--- src/design/utf8v_pkg.sv ---
// Shared types and constants for the UTF-8 stream validator.
// Used by the front classifier, the item queue and the back decoder.
package utf8v_pkg;

  typedef enum logic [2:0] {
    CLS_ASCII,
    CLS_NUL,
    CLS_LEAD2,
    CLS_LEAD3,
    CLS_LEAD4,
    CLS_CONT,
    CLS_BAD
  } byte_class_t;

  // One classified byte as it travels from front to back.
  typedef struct packed {
    byte_class_t cls;
    logic [5:0]  bits;
    logic        last;
  } class_item_t;

  localparam int CODE_W = 21;

  localparam logic [CODE_W-1:0] MAX_CODE = 21'h10FFFF;
  localparam logic [CODE_W-1:0] SURR_LO  = 21'h00D800;
  localparam logic [CODE_W-1:0] SURR_HI  = 21'h00DFFF;

  localparam logic [1:0] MIN_NONE = 2'd0;
  localparam logic [1:0] MIN_2B   = 2'd1;
  localparam logic [1:0] MIN_3B   = 2'd2;
  localparam logic [1:0] MIN_4B   = 2'd3;

  // Smallest code point that a sequence of the given length may encode.
  function automatic logic [CODE_W-1:0] class_minimum(input logic [1:0] cls);
    logic [CODE_W-1:0] res;
    case (cls)
      MIN_2B:  res = 21'h000080;
      MIN_3B:  res = 21'h000800;
      MIN_4B:  res = 21'h010000;
      default: res = '0;
    endcase
    return res;
  endfunction

endpackage

--- src/design/utf8_stream_validator.sv ---
// UTF-8 stream validator, top level.
// Input channel (in_valid/in_ready): one string byte per transfer on
//   data_byte, with last_byte set on the final byte of the string.
// Output channel (out_valid/out_ready): one transfer per string, on
//   string_valid, 1 when the string is well-formed UTF-8.
// Throughput: one byte per cycle while the queue has room, set by the decode
//   step in the back end; the queue absorbs short stalls of the verdict register.
// Verdict path: the final byte lands in the queue, and once the bytes ahead
//   of it have drained and the verdict register is free, the back end judges
//   it into the verdict register.
// Reset (rst, synchronous): empties the queue, clears decode state and
//   drops out_valid; in_ready is high the cycle after reset.
// Receiver stall: the verdict holds in its register; bytes behind it keep
//   decoding, and a following final byte waits in the queue. in_ready drops
//   only once QUEUE_DEPTH bytes are waiting.
// Depends on utf8v_pkg, utf8v_front, utf8v_queue and utf8v_back.
module utf8_stream_validator
  import utf8v_pkg::*;
#(
  parameter int QUEUE_DEPTH = 4
) (
  input  logic       clk,
  input  logic       rst,
  input  logic       in_valid,
  output logic       in_ready,
  input  logic [7:0] data_byte,
  input  logic       last_byte,
  output logic       out_valid,
  input  logic       out_ready,
  output logic       string_valid
);

  logic        q_full;
  logic        q_push;
  class_item_t q_push_item;
  logic        q_pop;
  logic        q_not_empty;
  class_item_t q_head_item;

  utf8v_front u_front (
    .in_valid  (in_valid),
    .in_ready  (in_ready),
    .data_byte (data_byte),
    .last_byte (last_byte),
    .q_full    (q_full),
    .q_push    (q_push),
    .q_item    (q_push_item)
  );

  utf8v_queue #(
    .DEPTH (QUEUE_DEPTH)
  ) u_queue (
    .clk       (clk),
    .rst       (rst),
    .push      (q_push),
    .push_item (q_push_item),
    .full      (q_full),
    .pop       (q_pop),
    .not_empty (q_not_empty),
    .head_item (q_head_item)
  );

  utf8v_back u_back (
    .clk          (clk),
    .rst          (rst),
    .q_valid      (q_not_empty),
    .q_item       (q_head_item),
    .q_pop        (q_pop),
    .out_valid    (out_valid),
    .out_ready    (out_ready),
    .string_valid (string_valid)
  );

endmodule

--- src/design/utf8v_front.sv ---
// Input side of the UTF-8 stream validator: classifies each byte and
// pushes it into the item queue. Depends on utf8v_pkg.
module utf8v_front
  import utf8v_pkg::*;
(
  input  logic        in_valid,
  output logic        in_ready,
  input  logic [7:0]  data_byte,
  input  logic        last_byte,
  input  logic        q_full,
  output logic        q_push,
  output class_item_t q_item
);

  assign in_ready = !q_full;
  assign q_push   = in_valid && !q_full;

  always_comb begin
    q_item.last = last_byte;
    q_item.bits = data_byte[5:0];
    if (data_byte == 8'h00) begin
      q_item.cls = CLS_NUL;
    end else if (!data_byte[7]) begin
      q_item.cls = CLS_ASCII;
    end else if (data_byte[7:6] == 2'b10) begin
      q_item.cls = CLS_CONT;
    end else if ((data_byte & 8'hE0) == 8'hC0) begin
      q_item.cls  = CLS_LEAD2;
      q_item.bits = {1'b0, data_byte[4:0]};
    end else if ((data_byte & 8'hF0) == 8'hE0) begin
      q_item.cls  = CLS_LEAD3;
      q_item.bits = {2'b00, data_byte[3:0]};
    end else if ((data_byte & 8'hF8) == 8'hF0) begin
      q_item.cls  = CLS_LEAD4;
      q_item.bits = {3'b000, data_byte[2:0]};
    end else begin
      q_item.cls = CLS_BAD;
    end
  end

endmodule

--- src/design/utf8v_queue.sv ---
// Short FIFO of classified bytes between front and back.
// Depends on utf8v_pkg for the item type.
module utf8v_queue
  import utf8v_pkg::*;
#(
  parameter int DEPTH = 4
) (
  input  logic        clk,
  input  logic        rst,
  input  logic        push,
  input  class_item_t push_item,
  output logic        full,
  input  logic        pop,
  output logic        not_empty,
  output class_item_t head_item
);

  localparam int AW = (DEPTH > 1) ? $clog2(DEPTH) : 1;
  localparam int CW = $clog2(DEPTH + 1);
  localparam logic [AW-1:0] LAST_SLOT = AW'(DEPTH - 1);
  localparam logic [CW-1:0] FULL_CNT  = CW'(DEPTH);

  class_item_t   slots [DEPTH];
  logic [AW-1:0] wr_ptr;
  logic [AW-1:0] rd_ptr;
  logic [CW-1:0] count;
  logic          do_pop;

  assign full      = (count == FULL_CNT);
  assign not_empty = (count != '0);
  assign head_item = slots[rd_ptr];
  assign do_pop    = pop && not_empty;

  always_ff @(posedge clk) begin
    if (push) begin
      slots[wr_ptr] <= push_item;
    end
  end

  always_ff @(posedge clk) begin
    if (rst) begin
      wr_ptr <= '0;
      rd_ptr <= '0;
      count  <= '0;
    end else begin
      if (push) begin
        wr_ptr <= (wr_ptr == LAST_SLOT) ? '0 : wr_ptr + 1'b1;
      end
      if (do_pop) begin
        rd_ptr <= (rd_ptr == LAST_SLOT) ? '0 : rd_ptr + 1'b1;
      end
      if (push && !do_pop) begin
        count <= count + 1'b1;
      end else if (!push && do_pop) begin
        count <= count - 1'b1;
      end
    end
  end

endmodule

--- src/design/utf8v_back.sv ---
// Decoder side of the UTF-8 stream validator: walks the classified bytes,
// tracks the open sequence and holds the verdict register. Depends on utf8v_pkg.
module utf8v_back
  import utf8v_pkg::*;
(
  input  logic        clk,
  input  logic        rst,
  input  logic        q_valid,
  input  class_item_t q_item,
  output logic        q_pop,
  output logic        out_valid,
  input  logic        out_ready,
  output logic        string_valid
);

  logic [1:0]        bytes_pending;
  logic [CODE_W-1:0] code_accum;
  logic [1:0]        min_class;
  logic              error_seen;

  logic [1:0]        bytes_pending_next;
  logic [CODE_W-1:0] code_accum_next;
  logic [1:0]        min_class_next;
  logic              error_seen_next;

  logic [CODE_W-1:0] shifted;
  logic [1:0]        pending_dec;
  logic              range_bad;
  logic              verdict;

  // A last byte waits until the verdict register is free; others flow through.
  assign q_pop = q_valid && (!q_item.last || !out_valid || out_ready);

  assign shifted     = {code_accum[CODE_W-7:0], q_item.bits};
  assign pending_dec = bytes_pending - 2'd1;
  assign range_bad   = (shifted < class_minimum(min_class)) || (shifted > MAX_CODE) ||
                       ((shifted >= SURR_LO) && (shifted <= SURR_HI));

  always_comb begin
    bytes_pending_next = bytes_pending;
    code_accum_next    = code_accum;
    min_class_next     = min_class;
    error_seen_next    = error_seen;
    if (!error_seen) begin
      if (bytes_pending == 2'd0) begin
        case (q_item.cls)
          CLS_ASCII: begin
          end
          CLS_LEAD2: begin
            code_accum_next    = CODE_W'(q_item.bits);
            bytes_pending_next = 2'd1;
            min_class_next     = MIN_2B;
          end
          CLS_LEAD3: begin
            code_accum_next    = CODE_W'(q_item.bits);
            bytes_pending_next = 2'd2;
            min_class_next     = MIN_3B;
          end
          CLS_LEAD4: begin
            code_accum_next    = CODE_W'(q_item.bits);
            bytes_pending_next = 2'd3;
            min_class_next     = MIN_4B;
          end
          default: begin
            error_seen_next = 1'b1;
          end
        endcase
      end else if (q_item.cls != CLS_CONT) begin
        error_seen_next = 1'b1;
      end else begin
        bytes_pending_next = pending_dec;
        code_accum_next    = shifted;
        if (pending_dec == 2'd0) begin
          // sequence complete: check overlong, range and surrogates
          error_seen_next = range_bad;
          code_accum_next = '0;
          min_class_next  = MIN_NONE;
        end
      end
    end
    verdict = !(error_seen_next || (bytes_pending_next != 2'd0));
  end

  always_ff @(posedge clk) begin
    if (rst) begin
      bytes_pending <= '0;
      code_accum    <= '0;
      min_class     <= MIN_NONE;
      error_seen    <= 1'b0;
    end else if (q_pop) begin
      if (q_item.last) begin
        bytes_pending <= '0;
        code_accum    <= '0;
        min_class     <= MIN_NONE;
        error_seen    <= 1'b0;
      end else begin
        bytes_pending <= bytes_pending_next;
        code_accum    <= code_accum_next;
        min_class     <= min_class_next;
        error_seen    <= error_seen_next;
      end
    end
  end

  always_ff @(posedge clk) begin
    if (rst) begin
      out_valid <= 1'b0;
    end else if (q_pop && q_item.last) begin
      out_valid <= 1'b1;
    end else if (out_ready) begin
      out_valid <= 1'b0;
    end
  end

  always_ff @(posedge clk) begin
    if (q_pop && q_item.last) begin
      string_valid <= verdict;
    end
  end

endmodule

--- config.mk ---
export PLATFORM = sky130hd
export DESIGN_NAME = utf8_stream_validator
export DESIGN_NICKNAME = d
export VERILOG_FILES = /design/src/design/utf8v_pkg.sv /design/src/design/utf8_stream_validator.sv /design/src/design/utf8v_front.sv /design/src/design/utf8v_queue.sv /design/src/design/utf8v_back.sv
export SDC_FILE = /design/constraint.sdc
export NUM_CORES = 1
export LEC_CHECK = 0
export BUFFER_PORTS_ARGS = -buffer_cell sky130_fd_sc_hd__buf_2
export CAP_MARGIN = 20
export CORE_UTILIZATION = 54
export DETAILED_ROUTE_END_ITERATION = 8
export PLACE_DENSITY = 0.74
export RECOVER_POWER = 25
export REMOVE_ABC_BUFFERS = 1
export SETUP_SLACK_MARGIN = 0.05
export SYNTH_ARGS = -nofsm -noshare
export SYNTH_HDL_FRONTEND = slang
export SYNTH_SLANG_ARGS = --single-unit
export TNS_END_PERCENT = 5
--- constraint.sdc ---
create_clock -name clk -period 2.5 [get_ports clk]
set_input_delay 0.125 -clock clk [delete_from_list [all_inputs] [get_ports clk]]
set_output_delay 0.125 -clock clk [all_outputs]
set_load 0.01 [all_outputs]
==> metrics.cfg <==
[setup_path]
worstSetupEndpoint = u_queue.count[2]
arrival_ns = 2.55
worstSetupPathType = reg -> reg
worstSetupEndpointType = flip-flop
r2r-end = u_queue.count[2]
cp_max_fo = 6
crit_required_ns = 2.77
rrSetupSlack_ns = 0.22
startpoint_type = flip-flop
r2r_cells = 9

[cts]
htree_levels = 3
cts_buffers = 9
clock_latency_ns = 0.34
numClockSinks = 71
cts_tree = built
cts_root_buf = clkbuf_8
clkTransAtPathRegs_ns = 0.07
clock_path_buffers = 2

[logic_synthesis]
synth_edf_count = 41
synth_cell_types = 52
syn_area_sq_um = 3148
syn_inst = 240
synthArstFlopShare = 0
synth_ff_type = edfxtp_1
seq_area_frac_synth = 0.5819
synth-seq-cells = 71
syn_area_per_cell_sq_um = 13.12
yosysWarnings = 0

[place]
dp_cells = 326
place_area_sq_um = 3327
port_buffers = 15
dpl.hpwl_mm = 3.912
preCtsSetupSlack_ns = 0.07153
place.gp.congestion = 0.8205

[timing]
slew_violations = 0
hold_violations = 0
max_slew_margin = 0.5847
finClkSkew_ns = 0.009541
finalCritPeriodShare = 0.9132
worst_pin_slew_ns = 0.6229
rsz0062_at_grt = false
hold_slack_ns = 0.09633
finalWorstSetupSlack_ns = 0.2169
fmax_mhz = 438.0
post-route-min-period_ns = 2.283
finalSetupViolations = 0

[layout]
diodes = 0
finish.net_count = 290
utilization = 0.6337
stdcell_count = 343
syn_to_final_growth_pct = 12.20
drive_gt1_frac = 0.1919
design_area_sq_um = 3532
fillers = 440

[power]
power_per_cell_area_nw_per_um2 = 1104
power.leakage_nw = 1.329
ir_drop_v = 0.0007816

[detailed_routing]
drt-total-wl_mm = 5.480
wl_per_cell_microns = 15.98
antenna_left = 0
viasPerCell = 5.720
vias = 1962
first_iter_violations = 81
drt-pass1-iter-count = 4
drc = 0

[floorplan]
fp.dieW_microns = 78.35
ios = 16
coreArea_sq_um = 5574
dieArea_sq_um = 6139
fp.dieH_microns = 78.35
rows = 27
initial_utilization = 0.5648

[global_route]
grt-ovfl-total = 0
grt_usage = 0.2068
antenna_found_initial = 0
grt_pass1_wl_mm = 9.473
grt_pass1_vias = 1994
grt_max_degree = 15

[flow_run]
drv_cap = 0

[status]
status = completed

[hold_path]
hold_class = in -> reg

cell usage in the layout, fill, tap and decap left out, types with 3 or more instances in the layout:
| cell type | synthesis | routed |
|---|---|---|
| dfxtp_1 | 30 | 28 |
| a22o_1 | 11 | 11 |
| mux4_2 | 10 | 10 |
| clkbuf_8 | 0 | 9 |
| ha_1 | 10 | 10 |
| buf_2 | 1 | 10 |
| nand2b_1 | 6 | 6 |
| o2bb2ai_1 | 6 | 6 |
| nand3b_1 | 3 | 3 |
| nor2_1 | 13 | 13 |
| and3_1 | 6 | 6 |
| o21ai_0 | 3 | 3 |
| mux2i_1 | 5 | 5 |
| inv_1 | 17 | 17 |
| buf_4 | 0 | 9 |
| edfxtp_1 | 41 | 41 |
| nor3_1 | 6 | 6 |
| nand2_1 | 7 | 7 |
| clkbuf_1 | 7 | 6 |
| a21oi_1 | 11 | 11 |
| or4_1 | 3 | 3 |
where the power goes:
group          internal [mW]  leakage [nW]  switching (mW)
Clock                  0.466        0.0968           0.423
Sequential              1.44         0.623           0.150
Combinational          0.680         0.609           0.744
Total                   2.58          1.33            1.32
metrics by stage:
stage / power [mW] / TNS, ns
2_1_floorplan: 2.611 / -0.1275
3_3_place_gp: 2.993 / 0
3_5_place_dp: 3.023 / 0
4_1_cts: 3.918 / 0
5_1_grt: 4.167 / 0
6_report: 3.900 / 0
cell type report:
cell class | instances | area (sq um) | area share
sequential | 71 | 1837 | 0.5200
inverter | 19 | 71.32 | 0.02019
clock inverter | 6 | 68.82 | 0.01948
multi-input combinational | 140 | 1191 | 0.3372
timing repair buffer | 25 | 146.4 | 0.04145
tap | 72 | 90.09 | 0.02550
clock buffer | 10 | 127.6 | 0.03613
registers in the layout, summed over array words and instances, names as in the netlist, named ones only:
register and count:
u_queue.slots 40, u_queue.count 3, u_back.error_seen 1, u_back.string_valid 1, u_queue.rd_ptr 2, u_back.min_class 2, u_back.code_accum 15, u_back.out_valid 1
u_queue.wr_ptr 2, u_back.bytes_pending 2
how the worst min path moves through the flow:
| stage | start | end | slack (ns) | depth (start not counted) |
|---|---|---|---|---|
| floorplan | rst | u_queue.count[2] | 0.19 | 1 |
| global placement | last_byte | u_queue.slots[2][0] | 0.35 | 1 |
| detailed placement | last_byte | u_queue.slots[2][0] | 0.35 | 1 |
| CTS | data_byte[1] | u_queue.slots[2][2] | 0.006 | 1 |
| global route | data_byte[1] | u_queue.slots[0][2] | 0.08 | 1 |
| finish | data_byte[1] | u_queue.slots[3][2] | 0.1 | 1 |
per-layer routing:
layer,track usage,vias to the layer above,part of all wire
met5,0,-,0
met4,0.06667,0,0.012
met3,0.05581,8,0.034
met2,0.3439,36,0.49
met1,0.2629,946,0.46
li1,-,972,-
cells by family (layout without fill, tap and decap cells):
logic type                 after synthesis  after routing  share of synthesized area
AOI/OAI and AO/OA                       50             50                     0.1204
xor gates and xnor gates                 2              2                   0.005565
adders and majority gates               11             11                    0.04611
buffers and inverters                   29             60                    0.03975
DFF                                     71             71                     0.5819
muxes                                   15             15                    0.08744
and+or+nand+nor                         62             62                     0.1188
critical path, stage by stage (launching register included):
cell and delay (ns):
dfxtp_1 0.47, mux4_2 0.26, a21oi_1 0.09, inv_2 0.11, ha_1 0.18, inv_1 0.07
fa_1 0.43, xor2_1 0.17, or3_1 0.31, a21oi_1 0.13
cells in the mapped netlist (2+ instances only):
cell type	n	area, sq um
nor2_1	13	48.80
and3_1	6	37.54
nor4_1	2	12.51
inv_1	17	63.81
nand2_1	7	26.28
o2bb2ai_1	6	52.55
or4_1	3	22.52
inv_2	2	7.510
nor2b_1	2	12.51
buf_6	2	22.52
clkbuf_1	7	26.28
o221a_1	2	22.52
a22o_1	11	96.34
nand3b_1	3	22.52
mux2i_1	5	50.05
a21oi_1	11	55.05
o21a_1	2	15.01
ha_1	10	125.1
nand2b_1	6	37.54
edfxtp_1	41	1231
or3_1	2	12.51
nor3_1	6	30.03
dfxtp_1	30	600.6
nand3_1	2	10.01
mux4_2	10	225.2
o21ai_0	3	15.01
o31a_1	2	17.52
xor2_1	2	17.52
a31oi_1	2	12.51
timing repair:
item	in CTS	in global routing
gates resized for setup	1	2
endpoints found under the setup margin	1	1
hold buffers	1	0
cloned	0	0
hold endpoints to repair	4	0
pin swaps	0	0
setup buffers	0	0
(Power assumes the default switching activity.)
